$ cat src/rtl/tcs_pkg.sv
// ----------------------------------------------------------------------------
// tcs_pkg
// Shared types and constants for the thread-to-CPU selector.
// ----------------------------------------------------------------------------
`default_nettype none

package tcs_pkg;

  // Fixed field widths
  localparam int THREAD_W   = 16;
  localparam int CPU_W      = 6;
  localparam int STATUS_W   = 2;
  localparam int CFG_IDX_W  = 3;
  localparam int CFG_DATA_W = 64;
  localparam int LIMIT_W    = 7;
  localparam int FULL_BITS  = 64;

  // Configuration register indexes
  typedef enum logic [CFG_IDX_W-1:0] {
    REG_AFFINITY_MODE = 3'd0,
    REG_USER_MASK     = 3'd1,
    REG_ENV_MASK      = 3'd2,
    REG_INTERSECT_ENV = 3'd3,
    REG_CPU_LIMIT     = 3'd4
  } reg_index_t;

  // Result status codes
  typedef enum logic [STATUS_W-1:0] {
    ST_OK     = 2'd0,
    ST_NO_CPU = 2'd1,
    ST_BEYOND = 2'd2
  } status_t;

  // Configuration view handed to the sequencer
  typedef struct packed {
    logic [FULL_BITS-1:0] eff_mask;
    logic [LIMIT_W-1:0]   limit;
  } cfg_view_t;

endpackage

`default_nettype wire

$ cat src/rtl/tcs_cfg_regs.sv
// ----------------------------------------------------------------------------
// tcs_cfg_regs
// Configuration registers and effective CPU mask formation.
// ----------------------------------------------------------------------------
`default_nettype none

module tcs_cfg_regs
  import tcs_pkg::*;
(
  input  wire logic                  clk,
  input  wire logic                  rst_n,
  input  wire logic                  cfg_valid,
  input  wire logic                  cfg_ready,
  input  wire logic [CFG_IDX_W-1:0]  cfg_index,
  input  wire logic [CFG_DATA_W-1:0] cfg_data,
  output cfg_view_t                  view
);

  logic                  affinity_mode_r;
  logic [FULL_BITS-1:0]  user_mask_r;
  logic [FULL_BITS-1:0]  env_mask_r;
  logic                  intersect_env_r;
  logic [LIMIT_W-1:0]    cpu_limit_r;
  logic [LIMIT_W-1:0]    lim_sat;
  logic [FULL_BITS-1:0]  below;

  // Write registers on a completed transaction; unknown indexes are dropped
  always_ff @(posedge clk) begin
    if (!rst_n) begin
      affinity_mode_r <= 1'b0;
      user_mask_r     <= '1;
      env_mask_r      <= '1;
      intersect_env_r <= 1'b0;
      cpu_limit_r     <= LIMIT_W'(FULL_BITS);
    end else if (cfg_valid && cfg_ready) begin
      case (cfg_index)
        REG_AFFINITY_MODE: affinity_mode_r <= cfg_data[0];
        REG_USER_MASK:     user_mask_r     <= cfg_data;
        REG_ENV_MASK:      env_mask_r      <= cfg_data;
        REG_INTERSECT_ENV: intersect_env_r <= cfg_data[0];
        REG_CPU_LIMIT:     cpu_limit_r     <= cfg_data[LIMIT_W-1:0];
        default: ;
      endcase
    end
  end

  // Saturate the limit to the full mask width
  assign lim_sat = (cpu_limit_r > LIMIT_W'(FULL_BITS)) ? LIMIT_W'(FULL_BITS) : cpu_limit_r;

  // Positions below the limit
  always_comb begin
    for (int i = 0; i < FULL_BITS; i++) begin
      below[i] = (LIMIT_W'(i) < lim_sat);
    end
  end

  // Pick user or environment mask, optionally intersect below the limit
  always_comb begin
    if (affinity_mode_r) begin
      view.eff_mask = env_mask_r;
    end else if (intersect_env_r) begin
      view.eff_mask = user_mask_r & (env_mask_r | ~below);
    end else begin
      view.eff_mask = user_mask_r;
    end
    view.limit = lim_sat;
  end

endmodule

`default_nettype wire

$ cat src/rtl/tcs_mod_unit.sv
// ----------------------------------------------------------------------------
// tcs_mod_unit
// Iterative restoring remainder unit, one dividend bit per cycle.
// ----------------------------------------------------------------------------
`default_nettype none

module tcs_mod_unit
  import tcs_pkg::*;
#(
  parameter int DIV_W = 7
) (
  input  wire logic                clk,
  input  wire logic                rst_n,
  input  wire logic                start,
  input  wire logic [THREAD_W-1:0] dividend,
  input  wire logic [DIV_W-1:0]    divisor,
  output logic                     done,
  output logic [DIV_W-1:0]         remainder
);

  localparam int STEP_W = $clog2(THREAD_W);

  logic                busy_r,  busy_nxt;
  logic                done_r,  done_nxt;
  logic [STEP_W-1:0]   step_r,  step_nxt;
  logic [THREAD_W-1:0] quo_r,   quo_nxt;
  logic [DIV_W-1:0]    div_r,   div_nxt;
  logic [DIV_W-1:0]    rem_r,   rem_nxt;
  logic [DIV_W:0]      trial;

  assign trial = {rem_r, quo_r[THREAD_W-1]};

  // Shift one dividend bit in, subtract when the trial value fits
  always_comb begin
    busy_nxt = busy_r;
    done_nxt = 1'b0;
    step_nxt = step_r;
    quo_nxt  = quo_r;
    div_nxt  = div_r;
    rem_nxt  = rem_r;
    if (start) begin
      busy_nxt = 1'b1;
      step_nxt = '0;
      quo_nxt  = dividend;
      div_nxt  = divisor;
      rem_nxt  = '0;
    end else if (busy_r) begin
      quo_nxt  = {quo_r[THREAD_W-2:0], 1'b0};
      rem_nxt  = (trial >= {1'b0, div_r}) ? DIV_W'(trial - {1'b0, div_r})
                                          : trial[DIV_W-1:0];
      step_nxt = step_r + 1'b1;
      if (step_r == STEP_W'(THREAD_W - 1)) begin
        busy_nxt = 1'b0;
        done_nxt = 1'b1;
      end
    end
  end

  always_ff @(posedge clk) begin
    if (!rst_n) begin
      busy_r <= 1'b0;
      done_r <= 1'b0;
    end else begin
      busy_r <= busy_nxt;
      done_r <= done_nxt;
    end
  end

  // Datapath registers
  always_ff @(posedge clk) begin
    step_r <= step_nxt;
    quo_r  <= quo_nxt;
    div_r  <= div_nxt;
    rem_r  <= rem_nxt;
  end

  assign done      = done_r;
  assign remainder = rem_r;

  // Remainder stays below the divisor once finished
  a_rem_below_div: assert property (@(posedge clk) disable iff (!rst_n)
    done_r |-> (rem_r < div_r))
    else $error("remainder not below divisor");

  // Finish exactly after the last step
  a_done_after_busy: assert property (@(posedge clk) disable iff (!rst_n)
    done_r |-> $past(busy_r) && !busy_r)
    else $error("done without a finishing step");

  // Start never lands on a running operation from the sequencer
  a_no_restart: assert property (@(posedge clk) disable iff (!rst_n)
    start |-> !busy_r)
    else $error("start while busy");

endmodule

`default_nettype wire

$ cat src/rtl/thread_to_cpu_select.sv
// ----------------------------------------------------------------------------
// thread_to_cpu_select
// Picks a CPU for a thread: nth set bit of the effective mask, modulo popcount.
// ----------------------------------------------------------------------------
// Usage:
//   Input channel (in_valid / in_stall) carries a thread number. A transaction
//   is taken only while the block is idle; in_stall stays high while one
//   request is in progress.
//   Result channel (out_valid / out_stall) returns cpu_index and status; the
//   result is held in the output register until out_stall drops.
//   Configuration channel (cfg_valid / cfg_ready) writes the mode, masks and
//   CPU limit; it is always ready and must only be used while idle.
// Steps per request, with S = min(MASK_BITS, 64) and L the saturated limit:
//   population count over S mask bits (one mask bit per cycle),
//   then the remainder unit over the 16 thread bits, then done,
//   then a scan up to the hit at position k, or up to L when none is hit.
//   An empty mask skips division and scan and goes straight to the result.
// Requests: the next request is taken in the cycle after the result
//   transaction, so a request is finished before the next is accepted.
// Reset: synchronous, active low; returns to idle and loads the register
//   defaults (user and environment masks all ones, limit 64).
// ----------------------------------------------------------------------------
`default_nettype none

module thread_to_cpu_select
  import tcs_pkg::*;
#(
  parameter int MASK_BITS = 64
) (
  input  wire logic                  clk,
  input  wire logic                  rst_n,
  input  wire logic                  in_valid,
  output logic                       in_stall,
  input  wire logic [THREAD_W-1:0]   in_thread_index,
  output logic                       out_valid,
  input  wire logic                  out_stall,
  output logic [CPU_W-1:0]           out_cpu_index,
  output logic [STATUS_W-1:0]        out_status,
  input  wire logic                  cfg_valid,
  output logic                       cfg_ready,
  input  wire logic [CFG_IDX_W-1:0]  cfg_index,
  input  wire logic [CFG_DATA_W-1:0] cfg_data
);

  localparam int SCAN_BITS = (MASK_BITS >= FULL_BITS) ? FULL_BITS : MASK_BITS;
  localparam int CNT_W     = $clog2(SCAN_BITS + 1);

  typedef enum logic [4:0] {
    S_IDLE  = 5'b00001,
    S_COUNT = 5'b00010,
    S_DIV   = 5'b00100,
    S_SCAN  = 5'b01000,
    S_DONE  = 5'b10000
  } state_t;

  state_t                state_r,  state_nxt;
  logic [SCAN_BITS-1:0]  eff_r,    eff_nxt;
  logic [SCAN_BITS-1:0]  sh_r,     sh_nxt;
  logic [CNT_W-1:0]      pos_r,    pos_nxt;
  logic [CNT_W-1:0]      cnt_r,    cnt_nxt;
  logic [CNT_W-1:0]      seen_r,   seen_nxt;
  logic [CNT_W-1:0]      m_r,      m_nxt;
  logic [CNT_W-1:0]      lim_r,    lim_nxt;
  logic [THREAD_W-1:0]   thread_r, thread_nxt;
  logic [CPU_W-1:0]      cpu_r,    cpu_nxt;
  status_t               status_r, status_nxt;

  cfg_view_t             view;
  logic [CNT_W-1:0]      lim_cur;
  logic [CNT_W-1:0]      cnt_final;
  logic                  mod_start;
  logic                  mod_done;
  logic [CNT_W-1:0]      mod_rem;
  logic                  in_acc;

  tcs_cfg_regs u_cfg (
    .clk       (clk),
    .rst_n     (rst_n),
    .cfg_valid (cfg_valid),
    .cfg_ready (cfg_ready),
    .cfg_index (cfg_index),
    .cfg_data  (cfg_data),
    .view      (view)
  );

  tcs_mod_unit #(
    .DIV_W (CNT_W)
  ) u_mod (
    .clk       (clk),
    .rst_n     (rst_n),
    .start     (mod_start),
    .dividend  (thread_r),
    .divisor   (cnt_final),
    .done      (mod_done),
    .remainder (mod_rem)
  );

  assign cfg_ready = 1'b1;
  assign in_stall  = (state_r != S_IDLE);
  assign in_acc    = in_valid && !in_stall;

  // Limit clipped to the scanned width
  assign lim_cur   = (view.limit > LIMIT_W'(SCAN_BITS)) ? CNT_W'(SCAN_BITS)
                                                        : CNT_W'(view.limit);
  assign cnt_final = cnt_r + CNT_W'(sh_r[0]);
  assign mod_start = (state_r == S_COUNT) && (pos_r == CNT_W'(SCAN_BITS - 1))
                     && (cnt_final != '0);

  // Sequencer: count, divide, scan, deliver
  always_comb begin
    state_nxt  = state_r;
    eff_nxt    = eff_r;
    sh_nxt     = sh_r;
    pos_nxt    = pos_r;
    cnt_nxt    = cnt_r;
    seen_nxt   = seen_r;
    m_nxt      = m_r;
    lim_nxt    = lim_r;
    thread_nxt = thread_r;
    cpu_nxt    = cpu_r;
    status_nxt = status_r;
    unique case (state_r)
      S_IDLE: begin
        if (in_acc) begin
          eff_nxt    = view.eff_mask[SCAN_BITS-1:0];
          sh_nxt     = view.eff_mask[SCAN_BITS-1:0];
          lim_nxt    = lim_cur;
          thread_nxt = in_thread_index;
          pos_nxt    = '0;
          cnt_nxt    = '0;
          state_nxt  = S_COUNT;
        end
      end
      S_COUNT: begin
        cnt_nxt = cnt_final;
        sh_nxt  = sh_r >> 1;
        pos_nxt = pos_r + 1'b1;
        if (pos_r == CNT_W'(SCAN_BITS - 1)) begin
          if (cnt_final == '0) begin
            cpu_nxt    = '0;
            status_nxt = ST_NO_CPU;
            state_nxt  = S_DONE;
          end else begin
            state_nxt = S_DIV;
          end
        end
      end
      S_DIV: begin
        if (mod_done) begin
          m_nxt     = mod_rem;
          sh_nxt    = eff_r;
          pos_nxt   = '0;
          seen_nxt  = '0;
          state_nxt = S_SCAN;
        end
      end
      S_SCAN: begin
        if (pos_r == lim_r) begin
          cpu_nxt    = '0;
          status_nxt = ST_BEYOND;
          state_nxt  = S_DONE;
        end else if (sh_r[0] && (seen_r == m_r)) begin
          cpu_nxt    = CPU_W'(pos_r);
          status_nxt = ST_OK;
          state_nxt  = S_DONE;
        end else begin
          seen_nxt = seen_r + CNT_W'(sh_r[0]);
          sh_nxt   = sh_r >> 1;
          pos_nxt  = pos_r + 1'b1;
        end
      end
      S_DONE: begin
        if (!out_stall) begin
          state_nxt = S_IDLE;
        end
      end
      default: state_nxt = S_IDLE;
    endcase
  end

  always_ff @(posedge clk) begin
    if (!rst_n) begin
      state_r <= S_IDLE;
    end else begin
      state_r <= state_nxt;
    end
  end

  // Datapath registers
  always_ff @(posedge clk) begin
    eff_r    <= eff_nxt;
    sh_r     <= sh_nxt;
    pos_r    <= pos_nxt;
    cnt_r    <= cnt_nxt;
    seen_r   <= seen_nxt;
    m_r      <= m_nxt;
    lim_r    <= lim_nxt;
    thread_r <= thread_nxt;
    cpu_r    <= cpu_nxt;
    status_r <= status_nxt;
  end

  assign out_valid     = (state_r == S_DONE);
  assign out_cpu_index = cpu_r;
  assign out_status    = status_r;

  // Failed selections report CPU zero
  a_zero_on_error: assert property (@(posedge clk) disable iff (!rst_n)
    (out_valid && (status_r != ST_OK)) |-> (cpu_r == '0))
    else $error("nonzero cpu index with error status");

  // A new request never shows a stale result next cycle
  a_no_stale_out: assert property (@(posedge clk) disable iff (!rst_n)
    in_acc |=> !out_valid)
    else $error("result valid right after request");

  // Selected rank stays below the popcount
  a_rank_below_count: assert property (@(posedge clk) disable iff (!rst_n)
    mod_done |-> (mod_rem < cnt_r))
    else $error("rank not below popcount");

  // Scan never passes the selected rank
  a_seen_bounded: assert property (@(posedge clk) disable iff (!rst_n)
    (state_r == S_SCAN) |-> (seen_r <= m_r))
    else $error("scan passed selected rank");

endmodule

`default_nettype wire
$ cat config.mk
export PLATFORM = sky130hd
export DESIGN_NAME = thread_to_cpu_select
export DESIGN_NICKNAME = d
export VERILOG_FILES = /design/src/rtl/tcs_pkg.sv /design/src/rtl/tcs_cfg_regs.sv /design/src/rtl/tcs_mod_unit.sv /design/src/rtl/thread_to_cpu_select.sv
export SDC_FILE = /design/constraint.sdc
export NUM_CORES = 1
export LEC_CHECK = 0
export ABC_AREA = 1
export BUFFER_PORTS_ARGS = -buffer_cell sky130_fd_sc_hd__buf_2
export CAP_MARGIN = 30
export CORE_MARGIN = 1
export CORE_UTILIZATION = 35
export DETAILED_ROUTE_END_ITERATION = 6
export GPL_TIMING_DRIVEN = 0
export PLACE_DENSITY_LB_ADDON = 0.25
export SETUP_SLACK_MARGIN = 0.05
export SLEW_MARGIN = 20
export SYNTH_ARGS = -nofsm -noshare
export SYNTH_HDL_FRONTEND = slang
export SYNTH_SLANG_ARGS = --single-unit
export TNS_END_PERCENT = 20
$ cat constraint.sdc
create_clock -name clk -period 8.5 [get_ports clk]
set_input_delay 0.425 -clock clk [delete_from_list [all_inputs] [get_ports clk]]
set_output_delay 0.425 -clock clk [all_outputs]
set_load 0.02 [all_outputs]
; ---- Word-level counts from Yosys, hierarchy flattened
; Cells that the tools add are included.
; W data, S select, Z words.
[totals]
ff_bits = 365
inputBits = 88
output_inout_bits = 11
elab_cells = 189
[op_classes]
addsub = 5
n_lt_le_gt_ge = 67
eq_ne = 22
n_mux = 42
bitwise = 5
n_reduce_logical = 26
[op_table]
columns = operator, n
row1 = $mux W64, 6
row2 = $pmux W64 S4, 1
row3 = $lt A6 B7 Y1 const A, 32
row4 = $lt A5 B7 Y1 const A, 16
row5 = $and A64 B64 Y64, 1
row6 = $not A64 Y64, 1
row7 = $or A64 B64 Y64, 1
row8 = $lt A4 B7 Y1 const A, 8
row9 = $mux W7, 8
row10 = $mux W5, 7
row11 = $mux W16, 2
row12 = $lt A3 B7 Y1 const A, 4
row13 = $pmux W7 S2, 2
row14 = $pmux W7 S4, 1
row15 = $pmux W5 S5, 1
row16 = $mux W6, 4
row17 = $reduce_and A2 Y1, 8
row18 = $add A7 B1 Y7, 2
row19 = $eq A7 B7 Y1, 2
row20 = $gt A7 B7 Y1 const B, 2
row21 = $lt A1 B7 Y1 const A, 2
row22 = $lt A2 B7 Y1 const A, 2
row23 = $pmux W6 S2, 1
row24 = $reduce_and A5 Y1, 2
row25 = 31 further kinds, 51

; ---- Longest topological paths before layout
; Gate-level depths: netlist (run 1).
[depth]
ltp_word = 10
mapped_depth = 14
ltp_nobuf = 14

; ---- Modules after synthesis
; A second synthesis (run 1) with hierarchy kept.
[hier_totals]
hier_cells = 1867
hier_area_um2 = 16509.6
[modules_own_cells]
columns = module, instances, cells_per_inst, area_per_inst_um2, seq_area_each_um2
row1 = thread_to_cpu_select, 1, 647, 8091.5, 5715.5
row2 = tcs_cfg_regs, 1, 1002, 6565.0, 2742.6
row3 = tcs_mod_unit, 1, 218, 1853.0, 950.9

; ---- Worst setup path before layout (run 1)
; No wires, ideal clock.
[synth_timing]
path_type = register to register
from = reg state_r[2]
to = reg pos_r[0] (enable)
setup_ns = 0.588
arrival_ns = 5.891
slack_ns = 2.021
stages_incl_launch_ff = 9
n_path_buf = 1
path_cell_list = dfxtp_1 -> nor2_1 -> nand4_1 -> buf_2 -> nand2_1 -> nor2_1 -> nand2_1 -> o21ai_0 -> nor3_1
[synth_via]
elab_chain_cells = 5
elab_cells_between_ends = 13
cone_classes = eq/ne: 9 / reduce/logical: 4
[synth_lines]
columns = item, line_no
row1 = "start, declared", thread_to_cpu_select.sv:56  ; state_t state_r, state_nxt;
row2 = "start signal, assigned", thread_to_cpu_select.sv:185  ; state_r <= state_nxt;
row3 = $ne A5 B1 Y1, thread_to_cpu_select.sv:99  ; assign in_stall = (state_r != S_IDLE);
row4 = $logic_not A1 Y1, thread_to_cpu_select.sv:100  ; assign in_acc = in_valid && !in_stall;
row5 = $logic_and A1 B1 Y1, thread_to_cpu_select.sv:100
row6 = $ne A2 B2 Y1 (no source line), n/a
row7 = $reduce_and A5 Y1 (no source line) (*), n/a
row8 = "end signal, assigned", thread_to_cpu_select.sv:193  ; pos_r <= pos_nxt;
row9 = "end, declared", thread_to_cpu_select.sv:59  ; logic [CNT_W-1:0] pos_r, pos_nxt;
; Mark *: on every way between the ends. The rest lies on a longest branch, timed or not.
; A chain may end at the register's enable or synchronous reset.

; ---- Worst setup path after layout (run 1)
[layout_timing]
from = reg state_r[3]
to = reg sh_r[53] (enable)
[layout_via]
elab_chain_cells = 5
elab_cells_between_ends = 13
cone_classes = eq/ne: 9 / reduce/logical: 4
[layout_lines]
columns = item, line_no
row1 = $ne A5 B1 Y1, thread_to_cpu_select.sv:99
row2 = $logic_not A1 Y1, thread_to_cpu_select.sv:100
row3 = $logic_and A1 B1 Y1, thread_to_cpu_select.sv:100
row4 = $ne A2 B2 Y1 (no source line), n/a
row5 = $reduce_and A5 Y1 (no source line) (*), n/a
row6 = "end signal, assigned", thread_to_cpu_select.sv:192  ; sh_r <= sh_nxt;
row7 = "end, declared", thread_to_cpu_select.sv:58  ; logic [SCAN_BITS-1:0] sh_r, sh_nxt;
; Marks and branches as above.

==> results of run 1 <==
## layout by cell type (no fill, tap or decap), types with 7 or more instances in the layout
cell type  count
nand2_1      572
edfxtp_1     210
nand3_1      163
dfxtp_1      155
nor2_1       124
inv_1        122
buf_2        117
clkbuf_1      70
a21oi_1       62
o211ai_1      42
clkbuf_16     40
a22oi_1       35
o21ai_1       28
inv_2         20
o21ai_0       20
a31oi_1       17
ha_1          13
nand4_1       10
buf_4          9
nor3_1         9
xnor2_1        9
nor2_2         8
a211oi_1       7
clkinv_2       7
## layout make-up
cell class | instances | area (sq um)
Clock inverter | 16 | 151
Timing Repair Buffer | 110 | 674
Inverter | 143 | 539
Multi-Input combinational cell | 1160 | 5470
Fill cell | 4441 | 25900
Sequential cell | 365 | 9410
Clock buffer | 56 | 1080
Tap cell | 592 | 741
Buffer | 84 | 359
## sequential cells by signal (all words and copies together) (netlist names), 5 cells and up
signal	count
lim_r	7
sh_r	64
eff_r	64
pos_r	7
u_cfg.user_mask_r	64
state_r	5
u_mod.div_r	7
u_cfg.cpu_limit_r	7
u_mod.remainder	7
thread_r	16
u_cfg.env_mask_r	64
out_cpu_index	6
seen_r	7
u_mod.quo_r	16
m_r	7
cnt_r	7
## power groups by stage
stage	logic, uW	registers [uW]	clock network (uW)
floorplan	392	2270	0
global placement	585	2320	0
detailed placement	688	2250	0
CTS	690	2210	1710
global route	760	2230	1770
finish	682	2210	1670
## critical path, cell delays in order (launching register included)
cell and delay [ns]:
dfxtp_1 0.32, nor2_1 0.21, nand4_1 0.14, buf_2 0.21, nand2_1 0.13, nor2_1 0.09
nand2_1 0.09, o21ai_0 0.10, nor3_2 0.44, buf_6 0.24, buf_4 0.20, buf_4 0.20
buf_6 0.16, buf_6 0.15
## layer usage
layer,up-vias,share of wire,global-route usage
li1,6169,-,-
met1,5954,0.46,0.272
met2,399,0.46,0.327
met3,90,0.051,0.0309
met4,0,0.029,0.0655
met5,-,0,0
## stage by stage
stage                     TNS, ns  cell area (sq um)
after global placement     -62.58              17000
after floorplan                 0              15800
final                           0              18400
after CTS                       0              18400
after detailed placement        0              17200
after global routing            0              18400
## cell families after synthesis
kind of cell,after synthesis
AOI/OAI and AO/OA,223
DFF,365
buffers and inverters,227
and+or+nand+nor,909
adders and majority gates,14
xor gates and xnor gates,13
other,1
## worst paths after layout
| kind | start | end | slack, ns | depth (start not counted) |
|---|---|---|---|---|
| hold reg to reg | u_cfg.env_mask_r[15] | u_cfg.env_mask_r[15] | 0.46 | 2 |
| setup / recovery | state_r[3] | sh_r[53] | 5.52 | 13 |
| hold / removal | in_thread_index[12] | thread_r[12] | 0.05 | 1 |
| setup reg to reg | state_r[3] | sh_r[53] | 5.52 | 13 |
==> out/summary.txt, run 1 <==
status - finished, final reports clean
dpl hpwl - 34500 um
asr flop ratio synth - 0
Yosys reg bits - 365
Final min period - 2.98 ns
clock slew at reported path FFs - 0.06 ns
Core ar. - 44300 sq um
Pint - 3320 uW
NumNets Final - 2006
leakage - 0.00768 uW
vias per cell - 4.99
clock network power share - 0.365
max cap viols - 0
WL/cell - 18.3 um
global-route wire length before repair - 71400 um
# rows - 77
clock sink count - 365
worst min-delay path class - input pin to flip-flop
clock latency on the worst-skew pair - 0.57 ns
Adder-Cell Fraction of Synth Area - 0.0116
Yosys top cell by area - edfxtp_1
max-slew violation count - 0
YS warnings - 0
Ports - 99
hold buffer count at cts - 0
H-tree depth - 2
largest cells by area after synthesis - edfxtp_1 40%, dfxtp_1 20%, nand2_1 14%
fraction of power spent switching nets - 0.274
Arr. time, crit path - 3.25 ns
final wirelength - 46100 um
CP Launch Type - flip-flop
largest family of logic cells by synthesized area - simple AND/OR/NAND/NOR gates
layout cells sized above 1 - 0.123
postcts setup bufs - 0
Crit Path Class - flip-flop to flip-flop
most used standard cell by instance count after synthesis - nand2_1
area grow syn2layout - 16.9%
Post-synth EDFFs - 210
compound-cell area share of the yosys netlist - 0.0884
DRT iter0 DRCs - 1131
Mapped Cells - 1752
sequential share of the synthesized area - 0.597
Tcrit/Tclk final - 0.351
# setup viols final - 0
Main synth FF type - edfxtp_1
Mapped Avg Cell Area - 9.00 sq um
Worst Path Max Fanout - 10
Chip Height - 214 um
initial antenna violation count - 0
Slew @ Worst Pin - 0.898 ns
Final Non-Filler Cells - 2526
area share of the largest cell type after synthesis - 0.400
Worst Path Required - 8.77 ns
number of port buffers - 97
Peak VDD IR - 0.000126 V
total number of vias - 12600
Min Hold Slack - 0.0456 ns
Max Clock Skew - 0.0306 ns
DRC Markers - 0
die width - 214 um
# resized after CTS - 0
dpl ws - 5.49 ns
Pre-antenna DRT Iters - 7
Logic pwr share - 0.150
DRT antenna net count - 0
number of global-route vias before repair - 12100
Final Power - 4560 uW
GRT Util Overall - 0.201
PwrDens - 248 nW/um^2
Final Util - 0.416
P_sw - 1250 uW
fmax - 336 MHz
RSZ-0062 raised after global routing - false
Die ar. - 45900 sq um
total CTS buffers - 40
simple-gate share of the synthesized area - 0.239
Routability Congestion - 0.978
Synth cell types - 46
final hold viol count - 0
Root Buffer - clkbuf_16
grt total ovfl - 0
TritonCTS clock tree - yes
placed cell count - 2454
Initial Util - 0.356
area share of xor/xnor cells in the synthesized design - 0.00722
Worst Setup End Kind - flip-flop
final worst setup slack - 5.52 ns
slew margin rel. - 0.399
sequential power share - 0.485
mux contribution to synthesized area - 0
CTS max path bufs - 3
ant diodes - 0
synthesized net count - 1854
largest net degree at the start of global routing - 24
synth cell count leaders - 572 x nand2_1, 210 x edfxtp_1, 163 x nand3_1
Mapped Area - 15800 sq um
Note: power is estimated with default switching activity, not from simulation.
==> run 2, diff against run 1 <==
==> constraint.sdc (replaced) <==
create_clock -name clk -period 2.5 [get_ports clk]
set_input_delay 0.125 -clock clk [delete_from_list [all_inputs] [get_ports clk]]
set_output_delay 0.125 -clock clk [all_outputs]
set_load 0.02 [all_outputs]
==> run 2 against run 1 <==
  * Via count is 1.9% higher
  * Setup slack worse by 5.4 ns
  * Clock-buffer cell count is 7 higher
  * Sequential share of layout area is 2.7 points lower
  * Global-route usage is 0.49 points higher
  * Critical endpoint is now sh_r[20]
  * Largest cell class unchanged
==> out/summary.txt, run 2 (synthesized netlist as in run 1, its figures left out) <==
status - finished, final reports clean (unchanged)
area grow syn2layout - 23.3% (was 16.9%)
PwrDens - 817 nW/um^2 (was 248 nW/um^2)
die width - 214 um (unchanged)
fmax - 421 MHz (was 336 MHz)
dpl hpwl - 34600 um (was 34500 um)
Final Non-Filler Cells - 2617 (was 2526)
Worst Setup End Kind - flip-flop (unchanged)
total number of vias - 12900 (was 12600)
setup_tns - 0 ns (unchanged)
final wirelength - 47500 um (was 46100 um)
leakage - 0.00805 uW (was 0.00768 uW)
initial antenna violation count - 0 (unchanged)
total CTS buffers - 42 (was 40)
slew margin rel. - 0.432 (was 0.399)
DRC Markers - 0 (unchanged)
Final Power - 15900 uW (was 4560 uW)
Min Hold Slack - 0.120 ns (was 0.0456 ns)
DRT antenna net count - 0 (unchanged)
vias per cell - 4.91 (was 4.99)
Final min period - 2.37 ns (was 2.98 ns)
placed cell count - 2450 (was 2454)
# setup viols final - 0 (unchanged)
layout cells sized above 1 - 0.128 (was 0.123)
WL/cell - 18.1 um (was 18.3 um)
largest net degree at the start of global routing - 26 (was 24)
global-route wire length before repair - 72900 um (was 71400 um)
Slew @ Worst Pin - 0.847 ns (was 0.898 ns)
GRT Util Overall - 0.206 (was 0.201)
CTS max path bufs - 3 (unchanged)
Peak VDD IR - 0.000522 V (was 0.000126 V)
max cap viols - 0 (unchanged)
Core ar. - 44300 sq um (unchanged)
H-tree depth - 2 (unchanged)
final hold viol count - 0 (unchanged)
commonest non-fill, non-tap cell in the layout - nand2_1 (unchanged)
number of global-route vias before repair - 12400 (was 12100)
Tcrit/Tclk final - 0.949 (was 0.351)
Die ar. - 45900 sq um (unchanged)
NumNets Final - 2093 (was 2006)
Chip Height - 214 um (unchanged)
Worst Path Required - 2.94 ns (was 8.77 ns)
clock slew at reported path FFs - 0.06 ns (about the same)
worst min-delay path class - input pin to flip-flop (unchanged)
CP Launch Type - flip-flop (unchanged)
Initial Util - 0.356 (unchanged)
Ports - 99 (unchanged)
grt total ovfl - 0 (unchanged)
Root Buffer - clkbuf_16 (unchanged)
RSZ-0062 raised after global routing - true (was false)
clock latency on the worst-skew pair - 0.58 ns (was 0.57 ns)
DRT iter0 DRCs - 920 (was 1131)
TritonCTS clock tree - yes (unchanged)
Crit Path Class - flip-flop to flip-flop (unchanged)
max-slew violation count - 0 (unchanged)
Routability Congestion - 0.980 (was 0.978)
Max Clock Skew - 0.0282 ns (was 0.0306 ns)
# rows - 77 (unchanged)
number of port buffers - 97 (unchanged)
clock sink count - 365 (unchanged)
Pre-antenna DRT Iters - 5 (was 7)
commonest cells after routing, fill and taps aside - 570 x nand2_1, 210 x edfxtp_1, 163 x nand3_1 (was 572 x nand2_1, 210 x edfxtp_1, 163 x nand3_1)
Arr. time, crit path - 2.82 ns (was 3.25 ns)
Worst Path Max Fanout - 10 (unchanged)
-- run 2: changes by cell type in the layout (fill, tap and decap cells not counted), moves of 2 or more --
cell	previous run	this run
dlygate4sd3_1	0	86
nor2_4	4	7
nand2_1	572	570
nor2_1	124	115
buf_12	1	3
buf_6	5	3
clkbuf_8	2	6
nor2_2	8	14
clkbuf_16	40	43
buf_16	3	0
buf_8	0	3
-- run 2: what timing repair did --
item,in CTS,in global routing
endpoints found under the hold margin,155,0
hold buffers,86,0
resized for setup,4,10
setup endpoints to repair,83,69
setup buffers,3,0
pin swaps,2,2
-- run 2: path summary, 6_finish.rpt --
path	start	to	slack [ns]	depth (start not counted)
max	u_cfg.cpu_limit_r[6]	sh_r[20]	0.13	11
min	rst_n	state_r[4]	0.12	3
max reg2reg	u_cfg.cpu_limit_r[6]	sh_r[20]	0.13	11
min reg2reg	u_cfg.env_mask_r[7]	u_cfg.env_mask_r[7]	0.46	2
-- run 2: power by group --
part	internal [uW]	leakage (uW)	switching [uW]
Clock	3460	0.000651	2500
Sequential	7270	0.00303	261
Combinational	807	0.00437	1570
Total	11500	0.00805	4340
-- run 2: per-layer routing --
layer,track usage,up-vias,wire length [um]
met5,0,-,0
met4,0.0788,0,1560
met3,0.0289,81,2400
met2,0.333,373,22100
met1,0.279,6049,21400
li1,-,6352,-
-- run 2: final cells by class --
class	count	area, sq um
Sequential cell	365	9410
Tap cell	592	741
Clock inverter	14	121
Clock buffer	63	1210
Inverter	143	542
Timing Repair Buffer	195	1500
Multi-Input combinational cell	1160	5540
Buffer	84	365
Fill cell	4393	24900
Antenna cell	1	2.50
-- run 2: critical path, stage by stage (launching register included) --
cell,delay (ns)
dfxtp_1,0.30
buf_4,0.21
inv_4,0.08
nand2_2,0.14
inv_2,0.13
nand2_1,0.24
inv_2,0.10
nor2_2,0.36
nand2_1,0.16
a31oi_1,0.35
nand2_1,0.10
nand2_1,0.07
-- run 2: metrics by stage --
step | setup slack, ns | util | instance area (sq um)
after floorplan | -0.666 | - | 15800
after global placement | -1.75 | 0.385 | 17000
after detailed placement | -0.293 | 0.388 | 17200
after CTS | 0.0756 | 0.438 | 19400
after global routing | 0.0383 | 0.439 | 19400
final | 0.127 | 0.439 | 19400
==> run 3, diff against run 2 <==
--- a/config.mk
+++ b/config.mk
@@ -5,11 +5,11 @@
 export SDC_FILE = /design/constraint.sdc
 export NUM_CORES = 1
 export LEC_CHECK = 0
-export ABC_AREA = 1
 export BUFFER_PORTS_ARGS = -buffer_cell sky130_fd_sc_hd__buf_2
 export CAP_MARGIN = 30
 export CORE_MARGIN = 1
 export CORE_UTILIZATION = 35
+export CTS_CLUSTER_DIAMETER = 120
 export DETAILED_ROUTE_END_ITERATION = 6
 export GPL_TIMING_DRIVEN = 0
 export PLACE_DENSITY_LB_ADDON = 0.25
==> constraint.sdc (replaced) <==
create_clock -name clk -period 2.2 [get_ports clk]
set_input_delay 0.11 -clock clk [delete_from_list [all_inputs] [get_ports clk]]
set_output_delay 0.11 -clock clk [all_outputs]
set_load 0.02 [all_outputs]
==> run 3 against run 2 <==
  * The flow now finishes with violations (negative setup slack)
  * Fmax fell by 2.9%
  * Routed wire length fell by 1.9%
  * Critical path depth fell by 3
  * Via count fell by 5.4%
  * Synthesized cell count fell by 16%
  * Clock-buffer cell count fell by 14
  * Register-to-register slack got worse by 0.37 ns
  * Hold slack got worse by 0.083 ns
  * Non-clock buffer count rose by 19
  * Sequential cell count did not move
  * Final cell count fell by 11%
  * Critical path type unchanged
  * Largest cell class unchanged
==> out/summary.txt, run 3 <==
layout cells sized above 1 - 0.167 (was 0.128)
total CTS buffers - 40 (was 42)
slew margin rel. - 0.365 (was 0.432)
Main synth FF type - edfxtp_1 (unchanged)
TritonCTS clock tree - yes (unchanged)
initial antenna violation count - 0 (unchanged)
vias per cell - 5.21 (was 4.91)
sequential power share - 0.451 (was 0.474)
global-route wire length before repair - 72200 um (was 72900 um)
final hold viol count - 0 (unchanged)
final wirelength - 46600 um (was 47500 um)
most used standard cell by instance count after synthesis - nand2_1 (unchanged)
largest cells by area after synthesis - edfxtp_1 40%, dfxtp_1 20%, nand2_1 7.2% (was edfxtp_1 40%, dfxtp_1 20%, nand2_1 14%)
Worst Path Max Fanout - 5 (was 10)
YS warnings - 0 (unchanged)
PwrDens - 972 nW/um^2 (was 817 nW/um^2)
Worst Setup End Kind - flip-flop (unchanged)
# fillers - 4222 (was 4393)
Routability Congestion - 0.935 (was 0.980)
setup_tns - -10.03 ns (was 0 ns)
Peak VDD IR - 0.000524 V (was 0.000522 V)
max-slew violation count - 0 (unchanged)
# rows - 77 (unchanged)
commonest non-fill, non-tap cell in the layout - nand2_1 (unchanged)
Tcrit/Tclk final - 1.11 (was 0.949)
Pint - 14100 uW (was 11500 uW)
commonest cells after routing, fill and taps aside - 301 x nand2_1, 210 x edfxtp_1, 147 x dfxtp_1 (was 570 x nand2_1, 210 x edfxtp_1, 163 x nand3_1)
Mapped Avg Cell Area - 10.7 sq um (was 9.00 sq um)
Mapped Area - 15700 sq um (was 15800 sq um)
grt total ovfl - 0 (unchanged)
dpl hpwl - 31900 um (was 34600 um)
P_sw - 5180 uW (was 4340 uW)
Crit Path Class - flip-flop to flip-flop (unchanged)
CTS max path bufs - 3 (unchanged)
Min Hold Slack - 0.0366 ns (was 0.120 ns)
Logic pwr share - 0.170 (was 0.150)
GRT Util Overall - 0.204 (was 0.206)
status - finished, violations left (was finished, final reports clean)
Mapped Cells - 1471 (was 1752)
Slew @ Worst Pin - 0.953 ns (was 0.847 ns)
Synth cell types - 71 (was 46)
largest net degree at the start of global routing - 29 (was 26)
number of global-route vias before repair - 12100 (was 12400)
worst min-delay path class - input pin to flip-flop (unchanged)
clock sink count - 365 (unchanged)
DRT iter0 DRCs - 995 (was 920)
WL/cell - 19.9 um (was 18.1 um)
area of the multi-input gates - 6130 sq um (was 5540 sq um)
total number of vias - 12200 (was 12900)
failing checks - negative setup slack
clock network power share - 0.379 (was 0.376)
FF/Latch Area - 9420 sq um (was 9410 sq um)
die width - 214 um (about the same)
DRT antenna net count - 0 (unchanged)
NumNets Final - 1815 (was 2093)
ant diodes - 0 (was 1)
CP Launch Type - flip-flop (unchanged)
synthesized net count - 1573 (was 1854)
RSZ-0062 raised after global routing - true (unchanged)
Post-synth EDFFs - 210 (unchanged)
Initial Util - 0.355 (was 0.356)
asr flop ratio synth - 0 (unchanged)
Final min period - 2.45 ns (was 2.37 ns)
area share of the largest cell type after synthesis - 0.401 (was 0.400)
Chip Height - 214 um (about the same)
final worst setup slack - -0.245 ns (was 0.127 ns)
Max Clock Skew - 0.0247 ns (was 0.0282 ns)
fmax - 409 MHz (was 421 MHz)
Pre-antenna DRT Iters - 5 (unchanged)
Worst Path Required - 2.49 ns (was 2.94 ns)
Yosys reg bits - 365 (unchanged)
leakage - 0.00749 uW (was 0.00805 uW)
DRC Markers - 0 (unchanged)
H-tree depth - 2 (unchanged)
Root Buffer - clkbuf_16 (unchanged)
area grow syn2layout - 26.3% (was 23.3%)
Yosys top cell by area - edfxtp_1 (unchanged)
number of port buffers - 96 (was 97)
Die ar. - 45800 sq um (was 45900 sq um)
# setup viols final - 60 (was 0)
Ports - 99 (unchanged)
synth cell count leaders - 303 x nand2_1, 210 x edfxtp_1, 155 x dfxtp_1 (was 572 x nand2_1, 210 x edfxtp_1, 163 x nand3_1)
fraction of power spent switching nets - 0.268 (was 0.273)
clock slew at reported path FFs - 0.06 ns (about the same)
Arr. time, crit path - 2.74 ns (was 2.82 ns)
sequential share of the synthesized area - 0.598 (was 0.597)
Core ar. - 44300 sq um (unchanged)
clock latency on the worst-skew pair - 0.57 ns (was 0.58 ns)
max cap viols - 0 (unchanged)
-- run 3: cell types whose count changed in the layout (fill, tap and decap cells not counted), moves of 29 or more --
cell	change
nand2_1	-269
o32a_1	+30
o211ai_1	-39
inv_1	-104
a22o_1	+57
a22oi_1	-29
a21o_1	+57
nor2_1	-49
o22a_1	+30
-- run 3: per-layer routing --
layer / GRT usage / routed length, um
met4: 0.0698 / 1290
met2: 0.341 / 22300
met3: 0.0257 / 2160
met1: 0.272 / 20800
met5: 0 / 0
-- run 3: worst paths after layout --
path                        start               endpoint  slack (ns)  cells after the start
min reg2reg  u_cfg.user_mask_r[1]   u_cfg.user_mask_r[1]        0.47                      2
max reg2reg               sh_r[0]        u_mod.quo_r[13]       -0.25                      8
max                       sh_r[0]        u_mod.quo_r[13]       -0.25                      8
min                     cfg_valid  u_cfg.affinity_mode_r        0.04                      4
-- run 3: metrics by stage --
| stage | utilization | setup WS [ns] | power, uW | instances | instance area (sq um) |
|---|---|---|---|---|---|
| 2_1_floorplan | - | -0.500 | 10600 | 1471 | 15800 |
| 3_3_place_gp | 0.384 | -1.32 | 11500 | 2159 | 17000 |
| 3_5_place_dp | 0.387 | -0.722 | 11800 | 2166 | 17200 |
| 4_1_cts | 0.446 | -0.239 | 19400 | 2336 | 19800 |
| 5_1_grt | 0.448 | -0.305 | 20000 | 2336 | 19900 |
| 6_report | 0.448 | -0.245 | 19300 | 2336 | 19900 |
-- run 3: layout make-up --
class,count,share of cell area
repair buffers,200,0.0808
multi-input cells,988,0.309
flip-flops and latches,365,0.474
clock buffers,49,0.0558
plain buffers,98,0.0226
inverters,20,0.00422
well taps,592,0.0373
clock inverters,24,0.0161
-- run 3: cell families after synthesis --
logic type                 Yosys count  share of synthesized area
AOI/OAI and AO/OA                  291                      0.144
xor gates and xnor gates            35                     0.0195
adders and majority gates           14                     0.0116
buffers and inverters              119                     0.0298
DFF                                365                      0.598
muxes                               18                     0.0160
other                                1                   0.000238
and+or+nand+nor                    628                      0.181
-- run 3: critical path, cell delays in order (launching register included) --
cell	delay [ns]
edfxtp_1	0.42
ha_4	0.18
ha_4	0.15
nand2_2	0.04
o32a_1	0.33
a2111oi_4	0.44
nor3_4	0.13
buf_6	0.17
mux2_4	0.31
-- run 3: repair_timing --
| action | CTS | global route |
|---|---|---|
| hold endpoints to repair | 155 | 0 |
| pin swaps | 10 | 6 |
| setup buffers | 10 | 1 |
| resized for setup | 63 | 46 |
| cloned | 2 | 0 |
| setup endpoints to repair | 244 | 311 |
| hold buffers | 85 | 0 |
-- run 3: power groups by stage --
stage                     sequential, uW  clock, uW  combinational (uW)
after global placement              8920          0                2590
final                               8710       7310                3280
after detailed placement            8850          0                2940
after CTS                           8700       7460                3280
after global routing                8780       7710                3530
after floorplan                     8780          0                1770
